[config.mk]
export PLATFORM = sky130hd
export DESIGN_NAME = motion_segment_sequencer_core
export DESIGN_NICKNAME = d
export VERILOG_FILES = /design/src/mss_pkg.sv /design/src/motion_segment_sequencer_core.sv
export VERILOG_INCLUDE_DIRS = /design/src /design/src/src
export SDC_FILE = /design/constraint.sdc
export NUM_CORES = 2
export LEC_CHECK = 0
export ABC_AREA = 1
export BUFFER_PORTS_ARGS = -buffer_cell sky130_fd_sc_hd__buf_4
export CAP_MARGIN = 10
export CORE_AREA = 3 3 435 437
export CTS_BUF_LIST = sky130_fd_sc_hd__clkbuf_2 sky130_fd_sc_hd__clkbuf_4 sky130_fd_sc_hd__clkbuf_8
export CTS_CLUSTER_DIAMETER = 40
export DETAILED_ROUTE_END_ITERATION = 8
export DIE_AREA = 0 0 438 440
export PLACE_DENSITY = 0.79
export SYNTH_ARGS = -nofsm -noshare
export SYNTH_HDL_FRONTEND = slang
export SYNTH_SLANG_ARGS = --single-unit
[constraint.sdc]
create_clock -name aclk -period 12.6 [get_ports aclk]
set_input_delay 0.63 -clock aclk [delete_from_list [all_inputs] [get_ports aclk]]
set_output_delay 0.63 -clock aclk [all_outputs]
set_load 0.005 [all_outputs]
[src/motion_segment_sequencer_core_assert.svh]
// Assertion macros shared by the motion segment sequencer RTL.
`ifndef MOTION_SEGMENT_SEQUENCER_CORE_ASSERT_SVH
`define MOTION_SEGMENT_SEQUENCER_CORE_ASSERT_SVH
`ifndef SYNTHESIS
// Concurrent assertion on an explicit clock and active-low reset.
`define MSSC_ASSERT_CLK(lbl, clk, rstn, prop, msg) \
    lbl: assert property (@(posedge clk) disable iff (!rstn) prop) else $error(msg);
// Concurrent assertion on the block clock and reset.
`define MSSC_ASSERT(lbl, prop, msg) \
    `MSSC_ASSERT_CLK(lbl, aclk, aresetn, prop, msg)
`else
`define MSSC_ASSERT_CLK(lbl, clk, rstn, prop, msg)
`define MSSC_ASSERT(lbl, prop, msg)
`endif
`endif

[src/mss_pkg.sv]
// Constants, types and helper functions of the motion segment sequencer.
package mss_pkg;

    localparam int MAX_SEGMENTS_DEFAULT = 16;

    // Port widths.
    localparam int S_DATA_W = 104;
    localparam int S_USER_W = 2;
    localparam int M_DATA_W = 40;
    localparam int CFG_IDX_W = 2;
    localparam int CFG_DATA_W = 16;

    // Configuration register indexes.
    localparam logic [CFG_IDX_W-1:0] CFG_START_DELAY   = 2'd0;
    localparam logic [CFG_IDX_W-1:0] CFG_LOOP_ENABLE   = 2'd1;
    localparam logic [CFG_IDX_W-1:0] CFG_CMD_GAIN      = 2'd2;
    localparam logic [CFG_IDX_W-1:0] CFG_SEGMENT_COUNT = 2'd3;

    // Configuration reset values.
    localparam logic [15:0] START_DELAY_RST   = 16'd12000;
    localparam logic        LOOP_ENABLE_RST   = 1'b0;
    localparam logic [15:0] CMD_GAIN_RST      = 16'd4096;
    localparam logic [4:0]  SEGMENT_COUNT_RST = 5'd10;

    // Yaw wrap limits in Q3.12 radians.
    localparam logic signed [16:0] YAW_PI     = 17'sd12868;
    localparam logic signed [16:0] YAW_TWO_PI = 17'sd25736;

    // Pivot arithmetic: target = floor(ws * dur / (125 << 15)),
    // brake = floor(floor(ws * ws / 2^37) / 3), the last step by reciprocal.
    localparam int          TARGET_SHIFT = 15;
    localparam logic [6:0]  TARGET_MUL   = 7'd125;
    localparam int          BRAKE_SHIFT  = 37;
    localparam logic [24:0] DIV3_MUL     = 25'd22369622;
    localparam int          DIV3_SHIFT   = 26;
    localparam logic [3:0]  TIMEOUT_NUM  = 4'd9;
    localparam logic [3:0]  TIMEOUT_DEN  = 4'd5;

    typedef struct packed {
        logic signed [15:0] ang;
        logic signed [15:0] lin;
        logic [15:0]        dur;
    } seg_entry_t;

    // Magnitude of a signed 16-bit speed; the most negative value maps to 32768.
    function automatic logic [15:0] abs16(input logic signed [15:0] v);
        return v[15] ? (~v + 16'd1) : v;
    endfunction

    // Truncates a magnitude product by 2^12 and saturates it to a signed 16-bit command.
    function automatic logic [15:0] sat_cmd(input logic [30:0] prod, input logic neg);
        logic [18:0] mag;
        mag = prod[30:12];
        if (!neg) begin
            return (mag > 19'd32767) ? 16'h7fff : mag[15:0];
        end
        return (mag > 19'd32768) ? 16'h8000 : (~mag[15:0] + 16'd1);
    endfunction

    // Absolute yaw change wrapped into (-pi, pi]; one correction step always suffices.
    function automatic logic [14:0] wrap_abs(input logic signed [14:0] a,
                                             input logic signed [14:0] b);
        logic signed [16:0] d;
        logic signed [16:0] w;
        d = {{2{a[14]}}, a} - {{2{b[14]}}, b};
        if (d > YAW_PI) begin
            w = d - YAW_TWO_PI;
        end else if (d <= -YAW_PI) begin
            w = d + YAW_TWO_PI;
        end else begin
            w = d;
        end
        return w[16] ? 15'(-w) : 15'(w);
    endfunction

endpackage

[src/motion_segment_sequencer_core.sv]
// Motion segment sequencer: plays a stored table of speed segments on tick requests.
// A tick that runs a segment goes through fetch, the multiply states and evaluation before
// its result; a tick that only waits or finishes goes from decode to output; a load gives none.
// Requests are taken only in idle, so a segment tick holds off the next while the shared
// multiplier forms five products in turn. Reset (aresetn, synchronous,
// active low) restores the registers and sequence state; the table keeps its contents.
`include "motion_segment_sequencer_core_assert.svh"

module motion_segment_sequencer_core #(
    parameter int MAX_SEGMENTS = mss_pkg::MAX_SEGMENTS_DEFAULT
) (
    input  logic                            aclk,
    input  logic                            aresetn,
    // Request channel.
    input  logic                            s_tvalid,
    output logic                            s_tready,
    // Fields from bit 0: clock_ms[31:0], yaw_sample[46:32], slot[50:47],
    // load_duration_ms[66:51], load_lin_speed[82:67], load_ang_speed[98:83], zero pad.
    input  logic [mss_pkg::S_DATA_W-1:0]   s_tdata,
    // Fields from bit 0: opcode[0], yaw_fresh[1].
    input  logic [mss_pkg::S_USER_W-1:0]   s_tuser,
    // Result channel.
    output logic                            m_tvalid,
    input  logic                            m_tready,
    // Fields from bit 0: lin_cmd[15:0], ang_cmd[31:16], segment_now[36:32], zero pad.
    output logic [mss_pkg::M_DATA_W-1:0]   m_tdata,
    // segment_ended.
    output logic                            m_tlast,
    // Field: sequence_done[0].
    output logic                            m_tuser,
    // Configuration write port.
    input  logic                            cfg_wr_en,
    input  logic [mss_pkg::CFG_IDX_W-1:0]  cfg_index,
    input  logic [mss_pkg::CFG_DATA_W-1:0] cfg_wdata
);

    // Table address, segment index and count widths all follow from the table depth.
    localparam int ADDR_W = (MAX_SEGMENTS > 1) ? $clog2(MAX_SEGMENTS) : 1;
    localparam int IDX_W  = $clog2(MAX_SEGMENTS + 1);
    localparam int CNT_W  = (IDX_W > 5) ? IDX_W : 5;
    localparam int SLOT_W = (ADDR_W > 4) ? ADDR_W : 4;

    // Sequencer states. A request is taken in idle and decoded; a tick that plays a
    // segment then walks the shared multiplier through five products before it is
    // evaluated, and every result waits in the output state until the register frees.
    localparam logic [3:0] ST_IDLE     = 4'd0;
    localparam logic [3:0] ST_DECODE   = 4'd1;
    localparam logic [3:0] ST_FETCH    = 4'd2;
    localparam logic [3:0] ST_MUL_LIN  = 4'd3;
    localparam logic [3:0] ST_MUL_SQ   = 4'd4;
    localparam logic [3:0] ST_MUL_TGT  = 4'd5;
    localparam logic [3:0] ST_MUL_DIV3 = 4'd6;
    localparam logic [3:0] ST_EVAL     = 4'd7;
    localparam logic [3:0] ST_OUT      = 4'd8;

    logic [3:0] state_reg;
    logic [3:0] state_next;

    // Configuration registers.
    logic [15:0] start_delay_reg;
    logic        loop_enable_reg;
    logic [15:0] cmd_gain_reg;
    logic [4:0]  seg_count_reg;

    // Sequence state.
    logic                     clock_started_reg;
    logic                     finished_reg;
    logic                     entered_reg;
    logic                     yaw_seen_reg;
    logic [IDX_W-1:0]         seg_idx_reg;
    logic [31:0]              run_start_reg;
    logic [31:0]              seg_start_reg;
    logic [23:0]              turned_sum_reg;
    logic signed [14:0]       prev_yaw_reg;
    logic signed [14:0]       held_yaw_reg;

    // Captured request.
    logic                     in_op_reg;
    logic                     in_fresh_reg;
    logic [31:0]              in_clk_reg;
    logic signed [14:0]       in_yaw_reg;
    logic [3:0]               in_slot_reg;
    logic [15:0]              in_dur_reg;
    logic signed [15:0]       in_lin_reg;
    logic signed [15:0]       in_ang_reg;

    // Segment table. It is a single-port synchronous memory: a load writes it in the
    // decode cycle and a tick reads it there, so the two never overlap and the read
    // data register stays put for the rest of the tick.
    mss_pkg::seg_entry_t      seg_mem [MAX_SEGMENTS];
    mss_pkg::seg_entry_t      mem_rd_reg;

    // Working registers of the segment evaluation.
    logic [31:0]              now_reg;
    logic [31:0]              seg_t_reg;
    logic [63:0]              mul_p_reg;
    logic [30:0]              ws_reg;
    logic [30:0]              lin_prod_reg;
    logic [24:0]              y_reg;
    logic [31:0]              tgt_hi_reg;
    logic [23:0]              sum_reg;

    // Pending result and output register.
    logic [15:0]              res_lin_reg;
    logic [15:0]              res_ang_reg;
    logic                     res_end_reg;
    logic                     res_done_reg;
    logic [4:0]               res_idx_reg;
    logic                     out_valid_reg;
    logic [15:0]              out_lin_reg;
    logic [15:0]              out_ang_reg;
    logic                     out_end_reg;
    logic                     out_done_reg;
    logic [4:0]               out_idx_reg;

    logic                     in_accept;
    logic                     out_load;

    // Decode of a tick.
    logic signed [14:0]       held_eff;
    logic [31:0]              run_start_eff;
    logic [31:0]              now_val;
    logic [CNT_W-1:0]         count_w;
    logic [CNT_W-1:0]         idx_w;
    logic [SLOT_W-1:0]        slot_w;
    logic                     slot_ok;
    logic                     dec_early;
    logic                     dec_end;
    logic                     dec_loop;
    logic                     dec_done;
    logic                     dec_run;

    // Evaluation of a segment.
    logic [15:0]              ang_mag;
    logic [15:0]              lin_mag;
    logic [31:0]              mul_a;
    logic [31:0]              mul_b;
    logic [63:0]              mul_prod;
    logic [24:0]              sum_full;
    logic [23:0]              sum_sat;
    logic [23:0]              brake;
    logic [25:0]              lhs_base;
    logic [32:0]              lhs;
    logic                     pivot;
    logic                     tgt_hit;
    logic                     timeout;
    logic                     timed_done;
    logic                     ev_done;

    assign s_tready  = (state_reg == ST_IDLE);
    assign in_accept = s_tvalid && s_tready;
    // The output register takes the pending result once it is empty or being emptied.
    assign out_load  = (state_reg == ST_OUT) && (!out_valid_reg || m_tready);

    assign m_tvalid = out_valid_reg;
    assign m_tdata  = {3'b000, out_idx_reg, out_ang_reg, out_lin_reg};
    assign m_tlast  = out_end_reg;
    assign m_tuser  = out_done_reg;

    // Tick decode. A yaw sample that comes with the tick is already in force, and the
    // first nonzero clock becomes the run start within the same tick.
    always_comb begin
        held_eff      = in_fresh_reg ? in_yaw_reg : held_yaw_reg;
        run_start_eff = clock_started_reg ? run_start_reg : in_clk_reg;
        now_val       = in_clk_reg - run_start_eff;
        count_w       = (32'(seg_count_reg) > 32'(MAX_SEGMENTS)) ? CNT_W'(MAX_SEGMENTS)
                                                                 : CNT_W'(seg_count_reg);
        idx_w         = CNT_W'(seg_idx_reg);
        slot_w        = SLOT_W'(in_slot_reg);
        slot_ok       = 32'(in_slot_reg) < 32'(MAX_SEGMENTS);
        // Waiting for the clock, inside the start delay, or already done: a plain stop.
        dec_early     = (!clock_started_reg && (in_clk_reg == 32'd0))
                        || (now_val < 32'(start_delay_reg)) || finished_reg;
        dec_end       = !dec_early && (idx_w >= count_w);
        dec_loop      = dec_end && loop_enable_reg;
        dec_done      = dec_end && !loop_enable_reg;
        dec_run       = !dec_early && !dec_end;
    end

    // Shared multiplier operands, one product per state.
    always_comb begin
        ang_mag = mss_pkg::abs16(mem_rd_reg.ang);
        lin_mag = mss_pkg::abs16(mem_rd_reg.lin);
        unique case (state_reg)
            ST_FETCH: begin
                mul_a = 32'(ang_mag);
                mul_b = 32'(cmd_gain_reg);
            end
            ST_MUL_LIN: begin
                mul_a = 32'(lin_mag);
                mul_b = 32'(cmd_gain_reg);
            end
            ST_MUL_SQ: begin
                mul_a = 32'(ws_reg);
                mul_b = 32'(ws_reg);
            end
            ST_MUL_TGT: begin
                mul_a = 32'(ws_reg);
                mul_b = 32'(mem_rd_reg.dur);
            end
            ST_MUL_DIV3: begin
                mul_a = 32'(y_reg);
                mul_b = 32'(mss_pkg::DIV3_MUL);
            end
            default: begin
                mul_a = 32'd0;
                mul_b = 32'd0;
            end
        endcase
    end

    assign mul_prod = mul_a * mul_b;

    // Segment end test. For a pivot the target angle is compared without a divide:
    // sum + brake >= floor(P / (125 * 2^15)) holds exactly when
    // (sum + brake + 1) * 125 exceeds floor(P / 2^15).
    always_comb begin
        sum_full   = 25'(turned_sum_reg)
                     + 25'(mss_pkg::wrap_abs(held_yaw_reg, prev_yaw_reg));
        sum_sat    = sum_full[24] ? 24'hff_ffff : sum_full[23:0];
        brake      = mul_p_reg[mss_pkg::DIV3_SHIFT+23:mss_pkg::DIV3_SHIFT];
        lhs_base   = 26'(sum_reg) + 26'(brake) + 26'd1;
        lhs        = 33'(lhs_base) * 33'(mss_pkg::TARGET_MUL);
        tgt_hit    = lhs > 33'(tgt_hi_reg);
        timeout    = (35'(seg_t_reg) * 35'(mss_pkg::TIMEOUT_DEN))
                     > (35'(mem_rd_reg.dur) * 35'(mss_pkg::TIMEOUT_NUM));
        timed_done = seg_t_reg >= 32'(mem_rd_reg.dur);
        pivot      = (mem_rd_reg.lin == 16'sd0) && (mem_rd_reg.ang != 16'sd0)
                     && yaw_seen_reg;
        ev_done    = pivot ? (tgt_hit || timeout) : timed_done;
    end

    always_comb begin
        state_next = state_reg;
        unique case (state_reg)
            ST_IDLE: begin
                if (s_tvalid) begin
                    state_next = ST_DECODE;
                end
            end
            ST_DECODE: begin
                if (in_op_reg || dec_loop) begin
                    state_next = ST_IDLE;
                end else if (dec_run) begin
                    state_next = ST_FETCH;
                end else begin
                    state_next = ST_OUT;
                end
            end
            ST_FETCH:    state_next = ST_MUL_LIN;
            ST_MUL_LIN:  state_next = ST_MUL_SQ;
            ST_MUL_SQ:   state_next = ST_MUL_TGT;
            ST_MUL_TGT:  state_next = ST_MUL_DIV3;
            ST_MUL_DIV3: state_next = ST_EVAL;
            ST_EVAL:     state_next = ST_OUT;
            ST_OUT: begin
                if (out_load) begin
                    state_next = ST_IDLE;
                end
            end
            default:     state_next = ST_IDLE;
        endcase
    end

    // Control and sequence state.
    always_ff @(posedge aclk) begin
        if (!aresetn) begin
            state_reg         <= ST_IDLE;
            start_delay_reg   <= mss_pkg::START_DELAY_RST;
            loop_enable_reg   <= mss_pkg::LOOP_ENABLE_RST;
            cmd_gain_reg      <= mss_pkg::CMD_GAIN_RST;
            seg_count_reg     <= mss_pkg::SEGMENT_COUNT_RST;
            clock_started_reg <= 1'b0;
            finished_reg      <= 1'b0;
            entered_reg       <= 1'b0;
            yaw_seen_reg      <= 1'b0;
            seg_idx_reg       <= '0;
            run_start_reg     <= 32'd0;
            seg_start_reg     <= 32'd0;
            turned_sum_reg    <= 24'd0;
            prev_yaw_reg      <= 15'sd0;
            held_yaw_reg      <= 15'sd0;
            out_valid_reg     <= 1'b0;
        end else begin
            state_reg <= state_next;

            if (cfg_wr_en) begin
                unique case (cfg_index)
                    mss_pkg::CFG_START_DELAY:   start_delay_reg <= cfg_wdata;
                    mss_pkg::CFG_LOOP_ENABLE:   loop_enable_reg <= cfg_wdata[0];
                    mss_pkg::CFG_CMD_GAIN:      cmd_gain_reg    <= cfg_wdata;
                    mss_pkg::CFG_SEGMENT_COUNT: seg_count_reg   <= cfg_wdata[4:0];
                    default: ;
                endcase
            end

            if (out_load) begin
                out_valid_reg <= 1'b1;
            end else if (out_valid_reg && m_tready) begin
                out_valid_reg <= 1'b0;
            end

            if ((state_reg == ST_DECODE) && !in_op_reg) begin
                if (in_fresh_reg) begin
                    held_yaw_reg <= in_yaw_reg;
                    yaw_seen_reg <= 1'b1;
                end
                if (!clock_started_reg && (in_clk_reg != 32'd0)) begin
                    clock_started_reg <= 1'b1;
                end
                // A loop restarts the table without a fresh start delay.
                if (dec_loop) begin
                    run_start_reg <= in_clk_reg - 32'(start_delay_reg);
                    seg_idx_reg   <= '0;
                    entered_reg   <= 1'b0;
                end else if (!clock_started_reg && (in_clk_reg != 32'd0)) begin
                    run_start_reg <= in_clk_reg;
                end
                if (dec_done) begin
                    finished_reg <= 1'b1;
                end
                if (dec_run && !entered_reg) begin
                    entered_reg    <= 1'b1;
                    seg_start_reg  <= now_val;
                    turned_sum_reg <= 24'd0;
                    prev_yaw_reg   <= held_eff;
                end
            end

            if (state_reg == ST_EVAL) begin
                if (pivot) begin
                    turned_sum_reg <= sum_reg;
                    prev_yaw_reg   <= held_yaw_reg;
                end
                if (ev_done) begin
                    seg_idx_reg <= seg_idx_reg + IDX_W'(1);
                    entered_reg <= 1'b0;
                end
            end
        end
    end

    // Request capture, multiplier pipeline and result data.
    always_ff @(posedge aclk) begin
        if (in_accept) begin
            in_op_reg    <= s_tuser[0];
            in_fresh_reg <= s_tuser[1];
            in_clk_reg   <= s_tdata[31:0];
            in_yaw_reg   <= s_tdata[46:32];
            in_slot_reg  <= s_tdata[50:47];
            in_dur_reg   <= s_tdata[66:51];
            in_lin_reg   <= s_tdata[82:67];
            in_ang_reg   <= s_tdata[98:83];
        end

        mul_p_reg <= mul_prod;

        unique case (state_reg)
            ST_DECODE: begin
                now_reg      <= now_val;
                res_lin_reg  <= 16'd0;
                res_ang_reg  <= 16'd0;
                res_end_reg  <= 1'b0;
                res_done_reg <= dec_done;
                res_idx_reg  <= idx_w[4:0];
            end
            ST_FETCH: begin
                seg_t_reg <= now_reg - seg_start_reg;
            end
            ST_MUL_LIN: begin
                ws_reg <= mul_p_reg[30:0];
            end
            ST_MUL_SQ: begin
                lin_prod_reg <= mul_p_reg[30:0];
            end
            ST_MUL_TGT: begin
                y_reg <= mul_p_reg[mss_pkg::BRAKE_SHIFT+24:mss_pkg::BRAKE_SHIFT];
            end
            ST_MUL_DIV3: begin
                tgt_hi_reg <= mul_p_reg[mss_pkg::TARGET_SHIFT+31:mss_pkg::TARGET_SHIFT];
                sum_reg    <= sum_sat;
            end
            ST_EVAL: begin
                // A closing tick reports the index of the segment it closes, which is
                // still the register value here.
                res_lin_reg  <= ev_done ? 16'd0
                                        : mss_pkg::sat_cmd(lin_prod_reg, mem_rd_reg.lin[15]);
                res_ang_reg  <= ev_done ? 16'd0
                                        : mss_pkg::sat_cmd(ws_reg, mem_rd_reg.ang[15]);
                res_end_reg  <= ev_done;
                res_done_reg <= 1'b0;
                res_idx_reg  <= idx_w[4:0];
            end
            default: ;
        endcase

        if (out_load) begin
            out_lin_reg  <= res_lin_reg;
            out_ang_reg  <= res_ang_reg;
            out_end_reg  <= res_end_reg;
            out_done_reg <= res_done_reg;
            out_idx_reg  <= res_idx_reg;
        end
    end

    // Segment table memory. Slots beyond the table depth are ignored.
    always_ff @(posedge aclk) begin
        if ((state_reg == ST_DECODE) && in_op_reg && slot_ok) begin
            seg_mem[slot_w[ADDR_W-1:0]] <= '{ang: in_ang_reg, lin: in_lin_reg,
                                              dur: in_dur_reg};
        end
        if ((state_reg == ST_DECODE) && !in_op_reg && dec_run) begin
            mem_rd_reg <= seg_mem[idx_w[ADDR_W-1:0]];
        end
    end

    `MSSC_ASSERT(a_load_no_result, (state_reg == ST_DECODE && in_op_reg) |=> (state_reg == ST_IDLE), "a load request must not produce a result")
    `MSSC_ASSERT(a_result_from_out, $rose(out_valid_reg) |-> $past(state_reg == ST_OUT), "a result appeared outside the output state")
    `MSSC_ASSERT(a_finish_after_clock, finished_reg |-> clock_started_reg, "sequence finished before the clock started")
    `MSSC_ASSERT(a_index_range, 32'(seg_idx_reg) <= 32'(MAX_SEGMENTS), "segment index beyond the table")
    `MSSC_ASSERT(a_end_flags, out_valid_reg |-> !(out_end_reg && out_done_reg), "segment end and sequence done on one result")

endmodule

Yosys cells after proc, flatten, opt, wreduce, memory -nomap -nowiden --
Memories as Yosys holds them, arrays and structs flattened. A register that Yosys moved wholly into a read port is not among the register bits. Cells that the tools add are included.
Word-level totals: memories 1, output and inout port bits 44, bits in writable memories 768, register bits after elaboration 618, logic and storage cells 197
Operators by class: $lt $le $gt $ge 12, reductions and logical operators 49, bitwise gates (word level) 4, multiplexer cells 57, $mul 4, equality and inequality tests 13, add/subtract/negate cells 15
Memories:
- seg_mem | depth 16, bits a word 48, rd ports 1, clocked after memory_dff 1, wr ports 1, RTL line motion_segment_sequencer_core.sv:90 | mss_pkg::seg_entry_t seg_mem [MAX_SEGMENTS];
Operators with widths (count):
- $pmux 31 s4 | 2
- $mux 16 | 12
- $mux 24 | 4
- $mux 32 | 3
- $mux 15 | 6
- $add 16x1->16 const B | 4
- $not 16->16 | 4
- $pmux 16 s2 | 2
- $sub 32x32->32 | 2
- $mul 31x31->62 | 1
- $gt 19x15->1 const B | 2
- $gt 19x16->1 const B | 2
- $pmux 4 s9 | 1
- $gt 35x20->1 | 1
- $mul 32x3->35 const B | 1
- $mux 17 | 2
- $gt 33x32->1 | 1
- $mul 26x7->33 const B | 1
- $ge 32x16->1 | 1
- $logic_not 32->1 | 1
- $lt 32x16->1 | 1
- $reduce_bool 32->1 | 1
- $sub 32x16->32 | 1
- $add 25x1->26 const B | 1
- 33 further kinds | 97

Longest topological paths before layout --
depth in word-level cells 14, gate-level depth with buffers 52, depth with buffers taken out 52

Worst setup path after synthesis --
OpenSTA, ideal clock, no wires.
path type register -> register, start register state_reg[1], end register mul_p_reg[56], required time 12.480 ns, setup time 0.120 ns, data arrival time 9.748 ns, cell stages (with the launch flop) 36, slack 2.732 ns, cell sequence dfxtp_1 inv_1 nor2_1 nand2_1 inv_1 clkbuf_1 buf_1 nand2_1 o21ai_1 clkbuf_1 nand2_1 fa_1 inv_1 fa_1 fa_1 inv_1 fa_1 inv_1 fa_1 fa_1 fa_1 fa_1 ha_1 nand2_1 nor2_1 inv_1 nor3_1 and3_1 a21oi_1 o21ai_0 a21oi_1 o21ai_0 nand2_1 nand2_1 a31oi_1 xnor2_1
On the way: word-level cells in the longest chain between the ends 4
Ends and longest elaborated chain:
- from (decl) | RTL line motion_segment_sequencer_core.sv:56 | logic [3:0] state_reg;
- from (signal assigned) | RTL line motion_segment_sequencer_core.sv:285 | state_reg <= state_next;
- $eq 4x3->1 or $eq 4x2->1 (tied branches) | RTL line motion_segment_sequencer_core.sv:184 | unique case (state_reg)
- $reduce_or 2->1 (no line)
- $pmux 31 s4 | RTL line motion_segment_sequencer_core.sv:184
- $mul 31x31->62 * | RTL line motion_segment_sequencer_core.sv:212 | assign mul_prod = mul_a * mul_b;
- net mul_prod[56] | RTL line motion_segment_sequencer_core.sv:138 | logic [63:0] mul_prod;
- to (signal assigned) | RTL line motion_segment_sequencer_core.sv:356 | mul_p_reg <= mul_prod;
- to (decl) | RTL line motion_segment_sequencer_core.sv:96 | logic [63:0] mul_p_reg;
The timed path passes the listed nets; every way through them passes the cells marked *. A chain may end at the register's enable or synchronous reset.

Worst setup path after layout --
Same ends and word-level chain as after synthesis.

==> impl_results.md <==
- Final hold violation count: 0
- Total number of vias: 77930
- Worst hold stages: 4
- Starting Density: 55.09%
- Max Transition Viols Final: 0
- Initial antenna violation count: 11
- Largest net degree at the start of global routing: 198
- Clk_lat worst skew: 0.98 ns
- Commonest non-fill, non-tap cell in the layout: nand2_1
- Max Fclk: 95.22 MHz
- Die Area: 192700 um2
- Hold WS: between 0.1 and 0.15 ns
- Register bit total from synthesis: 1422
- R2r setup slk: roughly 2.1 ns
- Layout cells sized above 1: 7.557%
- Setup Buffers After CTS: 0
- Hold_sp: m_tready
- Slew @ Worst Pin: between 1 and 1.5 ns
- Hold EP: m_tvalid$_SDFFE_PN0P_
- Required time worst endpoint: 13.45 ns
- Core area: 185400 um2
- Max reg flops: 768
- Crit path largest cell delay: slightly below 0.8 ns
- Clock sink count: 1422
- Worst reg2reg path depth: 38
- Slew HR: 15.05%
- Synth cell types: 76
- Drt drc: 0
- Sequential share of the synthesized area: 39.53%
- Worst hold path class: in -> reg
- Worst Path Arrival: roughly 11 ns
- Number of flops mapped to enable cells by yosys: approximately 1200
- Ys async rst share: 0%
- Placer Congestion: around 0.97
- Clock buffer count from CTS: 221
- First-pass GRT wire length: 440900 um
- CTS hold repair buffers: 119
- Nets: around 13000
- Max VDD drop: ~0.00011 V
- WL/cell: 21.17 um
- Crit. End Element: flop
- Slowest CP cell: clkinv_1
- Via-to-Cell Ratio: 5.727
- Max Cap Viol: 0
- Vias in the first global route: between 70000 and 80000
- Net Sw Frac: 34.22%
- Pre-Repair DR Iteration Count: 6
- Clock Tree Buf Depth: 3
- Synthesized netlist cell count: 10670
- Setup-failing EPs final: 0
- Crit path max fanout: 28
- GR Overflow Total: 0
- Final design utilization: 60.53%
- Critical R2R Capture: mul_p_reg[56]$_DFF_P_
- Min Tclk post-route: 10.50 ns
- DRT Wirelength: 288000 um
- Critical Path Start Type: flop
- Total power: ~14 mW
- 1st-iter DRT viols: 7650
- Post-CTS sizing: 0
- CTS clk-pin slew, worst paths: 0.07 ns
- Most frequent cells in the layout: nand2_1, inv_1, edfxtp_1
- RSZ-0062 raised after global routing: no
- RR Startpoint: state_reg[1]$_SDFFE_PN0P_
- Worst slack at placement: roughly 2.3 ns
- Area Overhead vs Synth: 9.876%
- Number of port buffers: around 160
- CP top delay family: adder cells
- Internal power: about 9 mW
- Leakage Power: about 50 nW
- Switching power total: ~4.7 mW
- CP Class: reg -> reg
- Post-Syn Area per Cell: 9.576 um2
- Synth Flop Type: edfxtp_1
- Total Neg Setup Slack: 0 ns
- Num rows: approximately 160
- Detail Placement HPWL: approximately 200000 um
- Ports: between 150 and 200
- Die Span X: 438 um
- Clk network pwr share: 29.9%
- Tcrit/Tclk final: a little over four fifths
- Clock root cell: clkbuf_8
- Antenna-violating nets left: 0
- GRT Total Usage: roughly 30%
- CP bufs+invs: 12
- Die H: 440 um
- P per Cell Area: 123.2 nW/um2
- TritonCTS clock tree: done
- Flop pwr share: 39.6%
- Clock Skew: roughly 0.049 ns
- Status: finished clean
- Combinational Power Share: a little over 30%
- CTS H-tree depth: 4
- Final setup margin: 2.098 ns
- Synth Warn #: 0
- Post-Syn Area: approximately 100000 um2
[tightest hold or removal path: stages]
cell,delay [ns]
buf_4,0.08
nor2_1,0.14
nor2_1,0.15
nor2_1,0.05
[final cells by class]
class / count / area (um2)
timing repair buffer: 409 / 3393
clock buffer: 301 / 3730
inverter: 1856 / 6977
clock inverter: 118 / 1066
sequential: 1422 / 40390
multi-input combinational: 7009 / 53540
antenna: 14 / 35.03
tap: 2480 / 3103
fill: 14990 / 73200
[synth_stat cells, types with 23 or more instances]
cell type  instances  area, um2
a21o_1            29      217.7
a21oi_1          464       2322
a31oi_1           41      256.5
buf_1             23      86.33
buf_2             29      145.1
clkbuf_1         307       1152
dfxtp_1          232       4644
edfxtp_1        1190      35730
fa_1             927      18560
ha_1             636       7958
inv_1           1811       6798
inv_2             27      101.4
mux2i_1           79      790.8
nand2_1         1932       7252
nand2_2           24      150.1
nand3_1          305       1526
nand4_1           61      381.6
nor2_1          1110       4167
nor3_1            71      355.3
nor4_1            26      162.7
o211ai_1          42      315.3
o21ai_0          524       2623
o21ai_1           42      210.2
o21bai_1          25      187.7
o221ai_1          87      762.0
o32ai_1          113      989.7
xnor2_1           96      840.8
xor2_1           185       1620
[how the worst max path moves through the flow]
stage / from / end / slack (ns) / cells past startpoint
after floorplan: state_reg[1]$_SDFFE_PN0P_ / mul_p_reg[56]$_DFF_P_ / 2.73 / 35
after global placement: state_reg[0]$_SDFFE_PN0P_ / mul_p_reg[56]$_DFF_P_ / 2.46 / 38
after detailed placement: state_reg[0]$_SDFFE_PN0P_ / mul_p_reg[56]$_DFF_P_ / 2.32 / 38
after CTS: state_reg[0]$_SDFFE_PN0P_ / mul_p_reg[56]$_DFF_P_ / 2.28 / 38
after global routing: state_reg[2]$_SDFFE_PN0P_ / mul_p_reg[56]$_DFF_P_ / 1.50 / 38
final: state_reg[1]$_SDFFE_PN0P_ / mul_p_reg[56]$_DFF_P_ / 2.10 / 38
[kinds of logic (layout without fill, tap and decap cells)]
family / count (synthesis) / after routing / synth area share (%)
fa+ha+maj: 1563 / 1563 / 25.96
buf+inv: 2239 / 2684 / 8.405
mux: 79 / 79 / 0.7741
compound gates: 1474 / 1474 / 8.568
xor+xnor: 284 / 284 / 2.457
other cells: 1 / 18 / 0.003671
simple gates: 3605 / 3605 / 14.30
flops: 1422 / 1422 / 39.53
[per-stage QoR]
step	cells	cell area [um2]
floorplan	10670	102200
global placement	13060	106200
detailed placement	13060	106200
CTS	13590	112200
global route	13600	112200
finish	13610	112200
[layer usage]
| layer | part of all wire (%) | track usage [%] | vias to the layer above |
|---|---|---|---|
| li1 | - | - | 35180 |
| met5 | 0.0059 | 0 | - |
| met3 | 9.0 | 5.704 | 894 |
| met2 | 47 | 47.93 | 3739 |
| met4 | 6.5 | 17.76 | 2 |
| met1 | 38 | 37.19 | 38120 |
[power by group through the flow]
| stage | logic (mW) | registers (mW) | clock network [mW] |
|---|---|---|---|
| after floorplan | 3.13 | 5.52 | 0 |
| after global placement | 4.02 | 5.56 | 0 |
| after detailed placement | 4.12 | 5.57 | 0 |
| after CTS | 4.18 | 5.47 | 4.17 |
| after global routing | 4.76 | 5.49 | 4.39 |
| final | 4.22 | 5.47 | 4.14 |
(Power assumes the default switching activity.)
